<file path="src/rtl/cht_pkg.sv">
package cht_pkg;

  localparam logic [15:0] CrcInit = 16'hFFFF;
  localparam logic [15:0] CrcPoly = 16'h1021;

  localparam logic [7:0] StartByte = 8'h2A;
  localparam logic [7:0] TermBang  = 8'h21;
  localparam logic [7:0] TermNul   = 8'h00;

  localparam int unsigned JobQueueDepth = 4;

  // One finished command, or a bad start byte, handed from the front to the back.
  typedef struct packed {
    logic        err;
    logic [15:0] crc;
  } job_t;

  function automatic logic is_term(input logic [7:0] b);
    return (b == TermBang) || (b == TermNul);
  endfunction

  // CRC-16, MSB first, one byte per call.
  function automatic logic [15:0] crc_byte(input logic [15:0] crc, input logic [7:0] b);
    logic [15:0] c;
    c = crc ^ {b, 8'h00};
    for (int i = 0; i < 8; i++) begin
      if (c[15]) begin
        c = {c[14:0], 1'b0} ^ CrcPoly;
      end else begin
        c = {c[14:0], 1'b0};
      end
    end
    return c;
  endfunction

  // Upper-case ASCII hex digit of the CRC, digit 0 is the most significant.
  function automatic logic [7:0] crc_hex(input logic [15:0] crc, input logic [1:0] idx);
    logic [3:0] nib;
    unique case (idx)
      2'd0:    nib = crc[15:12];
      2'd1:    nib = crc[11:8];
      2'd2:    nib = crc[7:4];
      default: nib = crc[3:0];
    endcase
    if (nib < 4'd10) begin
      return 8'h30 + {4'h0, nib};
    end else begin
      return 8'h37 + {4'h0, nib};
    end
  endfunction

endpackage

</file>
<file path="src/rtl/cht_front.sv">
module cht_front (
  input  logic             clk_i,
  input  logic             rst_ni,
  input  logic             in_valid_i,
  output logic             in_stall_o,
  input  logic [7:0]       byte_in_i,
  input  logic             full_i,
  output logic             push_o,
  output cht_pkg::job_t    push_job_o
);

  typedef enum logic [1:0] {
    PhIdle    = 2'd0,
    PhBody    = 2'd1,
    PhDiscard = 2'd2
  } phase_e;

  phase_e      phase_q, phase_d;
  logic [15:0] crc_q, crc_d;
  logic        accept;
  logic        term;

  assign in_stall_o = full_i;
  assign accept     = in_valid_i && !full_i;
  assign term       = cht_pkg::is_term(byte_in_i);

  always_comb begin
    phase_d    = phase_q;
    crc_d      = crc_q;
    push_o     = 1'b0;
    push_job_o = '{err: 1'b0, crc: crc_q};
    if (accept) begin
      unique case (phase_q)
        PhBody: begin
          if (term) begin
            push_o  = 1'b1;
            phase_d = PhIdle;
            crc_d   = cht_pkg::CrcInit;
          end else begin
            crc_d = cht_pkg::crc_byte(crc_q, byte_in_i);
          end
        end
        PhDiscard: begin
          if (term) begin
            phase_d = PhIdle;
          end
        end
        default: begin
          crc_d = cht_pkg::CrcInit;
          if (byte_in_i == cht_pkg::StartByte) begin
            phase_d = PhBody;
          end else begin
            push_o         = 1'b1;
            push_job_o.err = 1'b1;
            phase_d        = term ? PhIdle : PhDiscard;
          end
        end
      endcase
    end
  end

  always_ff @(posedge clk_i or negedge rst_ni) begin
    if (!rst_ni) begin
      phase_q <= PhIdle;
      crc_q   <= cht_pkg::CrcInit;
    end else begin
      phase_q <= phase_d;
      crc_q   <= crc_d;
    end
  end

`ifndef SYNTHESIS
  a_crc_restart: assert property (@(posedge clk_i) disable iff (!rst_ni)
    (push_o && !push_job_o.err) |=> (crc_q == cht_pkg::CrcInit))
    else $error("CRC not restarted after a finished command");
  a_discard_silent: assert property (@(posedge clk_i) disable iff (!rst_ni)
    (phase_q == PhDiscard) |-> !push_o)
    else $error("Result pushed while discarding");
`endif

endmodule

</file>
<file path="src/rtl/cht_fifo.sv">
module cht_fifo #(
  parameter int unsigned Depth = cht_pkg::JobQueueDepth
) (
  input  logic          clk_i,
  input  logic          rst_ni,
  input  logic          push_i,
  input  cht_pkg::job_t push_data_i,
  output logic          full_o,
  input  logic          pop_i,
  output cht_pkg::job_t head_o,
  output logic          empty_o
);

  localparam int unsigned PtrW = $clog2(Depth);
  localparam int unsigned CntW = $clog2(Depth + 1);

  cht_pkg::job_t         mem_q [Depth];
  logic [PtrW-1:0]       wr_ptr_q, rd_ptr_q;
  logic [CntW-1:0]       count_q;

  assign full_o  = (count_q == CntW'(Depth));
  assign empty_o = (count_q == '0);
  assign head_o  = mem_q[rd_ptr_q];

  always_ff @(posedge clk_i) begin
    if (push_i) begin
      mem_q[wr_ptr_q] <= push_data_i;
    end
  end

  always_ff @(posedge clk_i or negedge rst_ni) begin
    if (!rst_ni) begin
      wr_ptr_q <= '0;
      rd_ptr_q <= '0;
      count_q  <= '0;
    end else begin
      if (push_i) begin
        wr_ptr_q <= (wr_ptr_q == PtrW'(Depth - 1)) ? '0 : wr_ptr_q + 1'b1;
      end
      if (pop_i) begin
        rd_ptr_q <= (rd_ptr_q == PtrW'(Depth - 1)) ? '0 : rd_ptr_q + 1'b1;
      end
      if (push_i && !pop_i) begin
        count_q <= count_q + 1'b1;
      end else if (pop_i && !push_i) begin
        count_q <= count_q - 1'b1;
      end
    end
  end

`ifndef SYNTHESIS
  a_count_range: assert property (@(posedge clk_i) disable iff (!rst_ni)
    count_q <= CntW'(Depth))
    else $error("Job queue count out of range");
`endif

endmodule

</file>
<file path="src/rtl/cht_back.sv">
module cht_back (
  input  logic          clk_i,
  input  logic          rst_ni,
  input  cht_pkg::job_t head_i,
  input  logic          empty_i,
  output logic          pop_o,
  output logic          out_valid_o,
  input  logic          out_stall_i,
  output logic [7:0]    hex_char_o,
  output logic          error_o,
  output logic          last_o
);

  logic          busy_q, busy_d;
  cht_pkg::job_t job_q, job_d;
  logic [1:0]    idx_q, idx_d;
  logic          out_valid_q, out_valid_d;
  logic [7:0]    hex_q;
  logic          err_q, last_q;

  logic          slot_free;
  logic          emit;
  logic [7:0]    emit_hex;
  logic          emit_err, emit_last;

  assign slot_free = !out_valid_q || !out_stall_i;

  // The job in hand goes first; otherwise the queue head is taken straight
  // into the output register.
  always_comb begin
    busy_d    = busy_q;
    job_d     = job_q;
    idx_d     = idx_q;
    pop_o     = 1'b0;
    emit      = 1'b0;
    emit_hex  = 8'h00;
    emit_err  = 1'b0;
    emit_last = 1'b0;
    if (slot_free) begin
      if (busy_q) begin
        emit      = 1'b1;
        emit_hex  = cht_pkg::crc_hex(job_q.crc, idx_q);
        emit_last = (idx_q == 2'd3);
        idx_d     = idx_q + 2'd1;
        if (idx_q == 2'd3) begin
          busy_d = 1'b0;
        end
      end else if (!empty_i) begin
        pop_o = 1'b1;
        emit  = 1'b1;
        if (head_i.err) begin
          emit_err  = 1'b1;
          emit_last = 1'b1;
        end else begin
          emit_hex = cht_pkg::crc_hex(head_i.crc, 2'd0);
          busy_d   = 1'b1;
          job_d    = head_i;
          idx_d    = 2'd1;
        end
      end
    end
    out_valid_d = slot_free ? emit : out_valid_q;
  end

  always_ff @(posedge clk_i or negedge rst_ni) begin
    if (!rst_ni) begin
      busy_q      <= 1'b0;
      idx_q       <= 2'd0;
      out_valid_q <= 1'b0;
    end else begin
      busy_q      <= busy_d;
      idx_q       <= idx_d;
      out_valid_q <= out_valid_d;
    end
  end

  always_ff @(posedge clk_i) begin
    job_q <= job_d;
    if (slot_free && emit) begin
      hex_q  <= emit_hex;
      err_q  <= emit_err;
      last_q <= emit_last;
    end
  end

  assign out_valid_o = out_valid_q;
  assign hex_char_o  = hex_q;
  assign error_o     = err_q;
  assign last_o      = last_q;

`ifndef SYNTHESIS
  a_busy_crc_only: assert property (@(posedge clk_i) disable iff (!rst_ni)
    busy_q |-> (!job_q.err && idx_q != 2'd0))
    else $error("Digit sequencer holds an error job or a spent digit");
  a_error_shape: assert property (@(posedge clk_i) disable iff (!rst_ni)
    (out_valid_o && error_o) |-> (last_o && hex_char_o == 8'h00))
    else $error("Error result is not a single zero result");
`endif

endmodule

</file>
<file path="src/rtl/command_crc16_hex_tagger_top.sv">
// Command CRC-16 tagger: command bytes in, ASCII hex CRC digits or error results out.
// A terminator's job is written into the job queue; the back end moves the queue head
// into the output register as its first hex digit (or the error result), and the other
// three digits follow. Throughput: one byte per cycle in, one result per cycle out while
// out_stall_i is low; the input stalls only while the four-entry job queue is full.
// Reset (rst_ni low, asynchronous): idle, CRC at 0xFFFF, queue empty, no output valid.
module command_crc16_hex_tagger_top #(
  parameter int unsigned JobQueueDepth = cht_pkg::JobQueueDepth
) (
  input  logic       clk_i,
  input  logic       rst_ni,
  input  logic       in_valid_i,
  output logic       in_stall_o,
  input  logic [7:0] byte_in_i,
  output logic       out_valid_o,
  input  logic       out_stall_i,
  output logic [7:0] hex_char_o,
  output logic       error_o,
  output logic       last_o
);

  // The front end parses each request byte, tracks the command phase and runs
  // the CRC over each accepted byte. A finished command (or a bad start byte)
  // becomes one job in the queue.
  logic          push;
  cht_pkg::job_t push_job;
  logic          full;

  // The back end turns each job into one error result or four hex digits.
  logic          pop;
  cht_pkg::job_t head;
  logic          empty;

  cht_front u_front (
    .clk_i      (clk_i),
    .rst_ni     (rst_ni),
    .in_valid_i (in_valid_i),
    .in_stall_o (in_stall_o),
    .byte_in_i  (byte_in_i),
    .full_i     (full),
    .push_o     (push),
    .push_job_o (push_job)
  );

  // The queue lets the front keep taking bytes while the back is still
  // spelling out an earlier CRC or waiting on a stalled output.
  cht_fifo #(
    .Depth (JobQueueDepth)
  ) u_fifo (
    .clk_i       (clk_i),
    .rst_ni      (rst_ni),
    .push_i      (push),
    .push_data_i (push_job),
    .full_o      (full),
    .pop_i       (pop),
    .head_o      (head),
    .empty_o     (empty)
  );

  cht_back u_back (
    .clk_i       (clk_i),
    .rst_ni      (rst_ni),
    .head_i      (head),
    .empty_i     (empty),
    .pop_o       (pop),
    .out_valid_o (out_valid_o),
    .out_stall_i (out_stall_i),
    .hex_char_o  (hex_char_o),
    .error_o     (error_o),
    .last_o      (last_o)
  );

endmodule
</file>
<file path="config.mk">
export PLATFORM = sky130hd
export DESIGN_NAME = command_crc16_hex_tagger_top
export DESIGN_NICKNAME = d
export VERILOG_FILES = /design/src/rtl/cht_pkg.sv /design/src/rtl/cht_front.sv /design/src/rtl/cht_fifo.sv /design/src/rtl/cht_back.sv /design/src/rtl/command_crc16_hex_tagger_top.sv
export SDC_FILE = /design/constraint.sdc
export NUM_CORES = 1
export LEC_CHECK = 0
export ABC_AREA = 1
export ABC_CLOCK_PERIOD_IN_PS = 3100
export BUFFER_PORTS_ARGS = -buffer_cell sky130_fd_sc_hd__clkbuf_2
export CAP_MARGIN = 20
export CELL_PAD_IN_SITES_DETAIL_PLACEMENT = 1
export CELL_PAD_IN_SITES_GLOBAL_PLACEMENT = 2
export CORE_MARGIN = 2
export CORE_UTILIZATION = 42
export CTS_CLUSTER_DIAMETER = 150
export DETAILED_ROUTE_END_ITERATION = 10
export PLACE_DENSITY = 0.85
export SLEW_MARGIN = 15
export SYNTH_ARGS = -nofsm -noshare
export SYNTH_HDL_FRONTEND = slang
export SYNTH_SLANG_ARGS = --single-unit
</file>
<file path="constraint.sdc">
create_clock -name clk_i -period 3.1 [get_ports clk_i]
set_clock_uncertainty 0.1 [all_clocks]
set_input_delay 0.62 -clock clk_i [delete_from_list [all_inputs] [get_ports clk_i]]
set_output_delay 0.62 -clock clk_i [all_outputs]
set_load 0.005 [all_outputs]
</file>
After elaboration in Yosys (flattened, before gate mapping)
Memories as Yosys holds them, arrays and structs flattened.
Cells that the tools add are included.
{"block": "totals", "ff_bits": 55, "latchBits": 0, "ram_bits": 68, "rom_bits": 0, "in_bits": 12, "output_inout_bits": 12, "word_cells": 146, "memories": 1}
{"block": "op_classes", "n_addsub": 9, "multipliers": 0, "n_div": 0, "order_cmp": 2, "eq_ne": 13, "shift": 0, "muxes": 74, "bitwise_logic": 14, "reduce_logical": 21}
{"memory": "u_fifo.mem_q", "words": 4, "word_bits": 17, "rd": 1, "rd_ports_with_merged_regs": 0, "write_ports": 1, "line_no": "cht_fifo.sv:17", "rtl": "cht_pkg::job_t mem_q [Depth];"}
{"cell": "16-bit two-way mux", "n": 22}
{"cell": "13-bit two-way mux", "n": 8}
{"cell": "8-bit two-way mux", "n": 5}
{"cell": "16-bit case mux with 2 select lines", "n": 1}
{"cell": "6-bit by 4-bit adder with 7-bit output, first input constant", "n": 4}
{"cell": "4-bit two-way mux", "n": 6}
{"cell": "3-bit inverter", "n": 8}
{"cell": "1-bit two-way mux", "n": 19}
{"cell": "2-bit two-way mux", "n": 9}
{"cell": "8-bit by 6-bit equality test with 1-bit output, second input constant", "n": 2}
{"cell": "16-bit bitwise XOR", "n": 1}
{"cell": "4-bit case mux with 3 select lines", "n": 1}
{"cell": "2-bit equality test, second input constant", "n": 5}
{"cell": "8-bit logical NOT", "n": 1}
{"cell": "4-bit < comparator, second input constant", "n": 2}
{"cell": "2-bit by 1-bit adder with 2-bit output, second input constant", "n": 3}
{"cell": "3-bit two-way mux", "n": 2}
{"cell": "1-bit logical NOT", "n": 5}
{"cell": "1-bit inverter", "n": 5}
{"cell": "2-bit by 1-bit equality test with 1-bit output, second input constant", "n": 2}
{"cell": "1-bit logical AND", "n": 4}
{"cell": "2-bit by 1-bit != test with 1-bit output, second input constant", "n": 2}
{"cell": "2-bit AND reduction", "n": 2}
{"cell": "4-bit AND reduction", "n": 1}
{"cell": "11 further kinds", "n": 13}

Logic depth before layout (Yosys ltp)
{"block": "logic_depth", "depth_word": 40, "mapped_depth": 13, "mapped_depth_nobuf": 13}

By module
A second synthesis with hierarchy kept.
{"block": "unflattened", "hier_cells": 586, "area_unflattened_um2": 6018.3}
{"module": "cht_fifo", "instances": 1, "cells_per_inst": 249, "area_each_um2": 3165.5, "seq_area_each_um2": 2217.1}
{"module": "cht_back", "instances": 1, "cells_per_inst": 145, "area_each_um2": 1483.9, "seq_area_each_um2": 850.8}
{"module": "cht_front", "instances": 1, "cells_per_inst": 192, "area_each_um2": 1368.8, "seq_area_each_um2": 470.5}

Worst setup path after synthesis
OpenSTA, ideal clock, no wires.
{"block": "synth_path", "path_kind": "input -> register", "from": "in byte_in_i[4]", "to": "mem u_fifo.mem_q[0][0] in the netlist's numbering, enable pin", "setup_ps": 391, "t_arrival_ps": 2062, "t_required_ps": 2609, "slack_ps": 547, "path_stages": 5, "n_path_buf": 0, "cell_sequence": "nor3_2 > nand3_1 > a21oi_1 > nand3_2 > nor2_1"}
{"block": "synth_via", "elab_chain_len": 7, "word_cells_on_any_way": 10, "cone_classes": "eq/ne: 2; mux: 6; reduce/logical: 2"}
{"element": "start: declaration", "line_no": "command_crc16_hex_tagger_top.sv:14", "rtl": "input logic [7:0] byte_in_i,"}
{"element": "8-bit by 6-bit equality test with 1-bit output or 8-bit logical NOT (tied branches)", "line_no": "cht_pkg.sv:19", "rtl": "return (b == TermBang) || (b == TermNul);"}
{"element": "1-bit logical OR", "line_no": "cht_pkg.sv:19"}
{"element": "1-bit two-way mux", "line_no": "cht_front.sv:35", "rtl": "if (term) begin"}
{"element": "1-bit case mux with 2 select lines (*)", "line_no": "cht_front.sv:33", "rtl": "unique case (phase_q)"}
{"element": "1-bit two-way mux (*)", "line_no": "cht_front.sv:32", "rtl": "if (accept) begin"}
{"element": "1-bit two-way mux (*)", "line_no": "cht_fifo.sv:26", "rtl": "if (push_i) begin"}
{"element": "1-bit two-way mux (implied by the code) (*)", "line_no": "cht_fifo.sv:27", "rtl": "mem_q[wr_ptr_q] <= push_data_i;"}
{"element": "end: declaration", "line_no": "cht_fifo.sv:17"}
Every way passes the cells marked *; elsewhere a longest branch is shown, timed or not.

Final worst setup path
{"block": "layout_path", "from": "reg u_front.phase_q[0]", "to": "reg u_fifo.count_q[2]"}
{"block": "layout_via", "elab_chain_len": 6, "word_cells_on_any_way": 9, "cone_classes": "eq/ne: 2; mux: 3; reduce/logical: 4"}
{"element": "start: declaration", "line_no": "cht_front.sv:18", "rtl": "phase_e phase_q, phase_d;"}
{"element": "start signal: assignment", "line_no": "cht_front.sv:64", "rtl": "phase_q <= PhIdle;"}
{"element": "start signal: assignment", "line_no": "cht_front.sv:67", "rtl": "phase_q <= phase_d;"}
{"element": "2-bit equality test or 2-bit by 1-bit equality test with 1-bit output (tied branches)", "line_no": "cht_front.sv:33"}
{"element": "1-bit case mux with 2 select lines (*)", "line_no": "cht_front.sv:33"}
{"element": "1-bit two-way mux (*)", "line_no": "cht_front.sv:32"}
{"element": "via push", "line_no": "command_crc16_hex_tagger_top.sv:25", "rtl": "logic push;"}
{"element": "1-bit logical NOT", "line_no": "cht_fifo.sv:45", "rtl": "end else if (pop_i && !push_i) begin"}
{"element": "1-bit logical AND", "line_no": "cht_fifo.sv:45"}
{"element": "2-bit nonzero test (no line)"}
{"element": "end signal: assignment", "line_no": "cht_fifo.sv:44", "rtl": "count_q <= count_q + 1'b1;"}
{"element": "end signal: assignment", "line_no": "cht_fifo.sv:46", "rtl": "count_q <= count_q - 1'b1;"}
{"element": "end: declaration", "line_no": "cht_fifo.sv:19", "rtl": "logic [CntW-1:0] count_q;"}
The timed path passes the listed nets; every way through them passes the cells marked *.
A chain may end at the register's enable or synchronous reset.

==> impl_metrics.env <==
export IMPL_die_height_um=119
export IMPL_slew_viol_final=0
export IMPL_hp_class="in -> async"
export IMPL_power_density_nw_per_um2=915
export IMPL_synth_top_area_cell="edfxtp_1"
export IMPL_maxSlewHeadroom=0.412
export IMPL_fmax_mhz=385
export IMPL_worstPathArrival_ns=2.79
export IMPL_synth_nets=521
export IMPL_die_area_um2=14100
export IMPL_num_fill_cells=1371
export IMPL_synth_commonest_cells="93 x edfxtp_1, 86 x nand2_1, 57 x inv_1"
export IMPL_floorplan_initialDensity=0.434
export IMPL_grt_max_degree=37
export IMPL_rsz0062_at_grt="no"
export IMPL_finalPower_mw=5.88
export IMPL_portBuffers=22
export IMPL_viasPerCell=4.94
export IMPL_dp_hpwl_um=7960
export IMPL_critPathKind="reg -> reg"
export IMPL_num_rows=41
export IMPL_synth_area_um2=5540
export IMPL_ys_flop_type="edfxtp_1"
export IMPL_totalWireLength_um=11800
export IMPL_io_pins=24
export IMPL_instances_no_fill=714
export IMPL_min_period_ns=2.60
export IMPL_synth_top_area_frac=0.504
export IMPL_grt_pass1_wl_um=19300
export IMPL_async_flop_share=0.238
export IMPL_p_leak_nw=2.53
export IMPL_drt_iter0_drc=211
export IMPL_postRouteAntennaNets=0
export IMPL_synth_area_leaders="edfxtp_1 50%, dfstp_2 7.6%, dfrtp_1 5.9%"
export IMPL_cts_hold_buffers=0
export IMPL_cts_root_buf="clkbuf_16"
export IMPL_ys_seq_area_frac=0.639
export IMPL_peakVddDrop_v=0.000444
export IMPL_clk_pin_slew_ns=0.05
export IMPL_hold_viol=0
export IMPL_reg2regPathDepth=12
export IMPL_ys_types=41
export IMPL_fin_crit_sh=0.838
export IMPL_fin_nets=556
export IMPL_overflow=0
export IMPL_worst_slew_pin_slew_ns=0.882
export IMPL_h_tree_depth=4
export IMPL_setup_violations_final=0
export IMPL_grt_pass1_vias=3758
export IMPL_drc=0
export IMPL_grt_total_usage=0.180
export IMPL_num_vias=3524
export IMPL_num_antenna_cells=0
export IMPL_cp_max_fo=8
export IMPL_regToRegSetupSlack_ns=0.50
export IMPL_wl_per_cell_um=16.6
export IMPL_hold_worst_slack_ns=0.220
export IMPL_core_um2=12800
export IMPL_drv_cap=0
export IMPL_final_setup_tns_ns=0
export IMPL_startpoint_type="flop"
export IMPL_ys_ff_latch=122
export IMPL_status="finished, final reports clean"
export IMPL_endpoint_kind="flop"
export IMPL_syn_avg_cell_area_um2=11.2
export IMPL_firstDrtPassIters=4
export IMPL_cts_tree="yes"
export IMPL_clk_latency_ns=0.42
export IMPL_dp_cells=682
export IMPL_synth_most_common_cell="edfxtp_1"
export IMPL_die_x_um=119
export IMPL_synth_cells=494
export IMPL_place_gp_congestion=0.775
export IMPL_drive_gt1_frac=0.162
export IMPL_yosysWarnings=0
export IMPL_cp_required_ns=3.29
export IMPL_synth_enable_flop_cells=93
export IMPL_cts_resized=0
export IMPL_cts_buffers_inserted=17
export IMPL_clock_path_buffers=2
export IMPL_clock_sinks=122
export IMPL_area_growth_pct=16.0
export IMPL_postCtsSetupBuffers=0
export IMPL_antenna_found_initial=0
[routing by layer]
layer | wire length, µm | GRT usage
met4 | 121 | 0.0670
met2 | 6030 | 0.309
met5 | 0 | 0
met3 | 349 | 0.0489
met1 | 5340 | 0.216
[metrics by stage]
step                      utilization  setup slack [ns]  area [µm²]
after floorplan                     -             0.547        5540
after global routing            0.503             0.246        6430
final                           0.503             0.503        6430
after detailed placement        0.455             0.152        5820
after global placement          0.455             0.229        5820
after CTS                       0.503             0.495        6430
[kinds of logic (layout without fill, tap and decap cells)]
family / Yosys count / in the layout / share of synthesized area
other cells: 1 / 1 / 0.000677
xor+xnor: 27 / 27 / 0.0454
flops: 122 / 122 / 0.639
fa+ha+maj: 15 / 15 / 0.0352
compound gates: 81 / 81 / 0.0860
simple gates: 174 / 174 / 0.133
buf+inv: 74 / 122 / 0.0610
[layout make-up]
class,instances,area (µm²),area share
multi-input combinational,298,1670,0.259
sequential,122,3540,0.551
timing repair buffer,30,170,0.0265
inverter,60,228,0.0354
tap,172,215,0.0335
clock inverter,13,176,0.0275
clock buffer,19,433,0.0674
[worst paths after layout]
check	start	endpoint
setup / recovery	u_front.phase_q[0]	u_fifo.count_q[2]
hold / removal	rst_ni	u_back.idx_q[1]
min in group clk_i	u_front.crc_q[4]	u_front.crc_q[4]
hold reg to reg	u_front.crc_q[4]	u_front.crc_q[4]
setup reg to reg	u_front.phase_q[0]	u_fifo.count_q[2]
max in group asynchronous	rst_ni	u_front.phase_q[0]
[worst max-delay path, stage by stage, from the launching register on]
cell	delay (ns)
dfrtp_1	0.35
inv_1	0.06
ha_1	0.33
inv_1	0.08
a21oi_1	0.25
nand3_2	0.20
inv_1	0.12
ha_1	0.15
inv_1	0.07
fa_1	0.37
a21oi_1	0.14
o21ai_0	0.11
xor2_1	0.15
[report_power, final]
part	total, mW	switching [mW]	internal [mW]
logic	1.69	1.16	0.535
registers	2.15	0.109	2.04
clock network	2.04	0.700	1.34
total	5.88	1.97	3.91
[placed cells by master (no fill, tap or decap), drive strengths merged, types with 16 or more instances in the layout]
| cell | netlist | routed |
|---|---|---|
| nor2 | 56 | 56 |
| edfxtp | 93 | 93 |
| nand2 | 86 | 86 |
| clkbuf | 6 | 41 |
| xnor2 | 18 | 18 |
| dfstp | 16 | 16 |
| inv | 59 | 59 |
| nand3 | 20 | 20 |
| o21ai | 37 | 37 |
[sequential cells by signal, indices dropped and copies added (netlist names), 2 cells and up]
| register | count |
|---|---|
| u_back.hex_char_o | 7 |
| u_front.phase_q | 2 |
| u_back.idx_q | 2 |
| u_fifo.wr_ptr_q | 2 |
| u_fifo.mem_q | 68 |
| u_fifo.rd_ptr_q | 2 |
| u_front.crc_q | 16 |
| u_back.job_q | 16 |
| u_fifo.count_q | 3 |
Note: power is estimated with default switching activity, not from simulation.
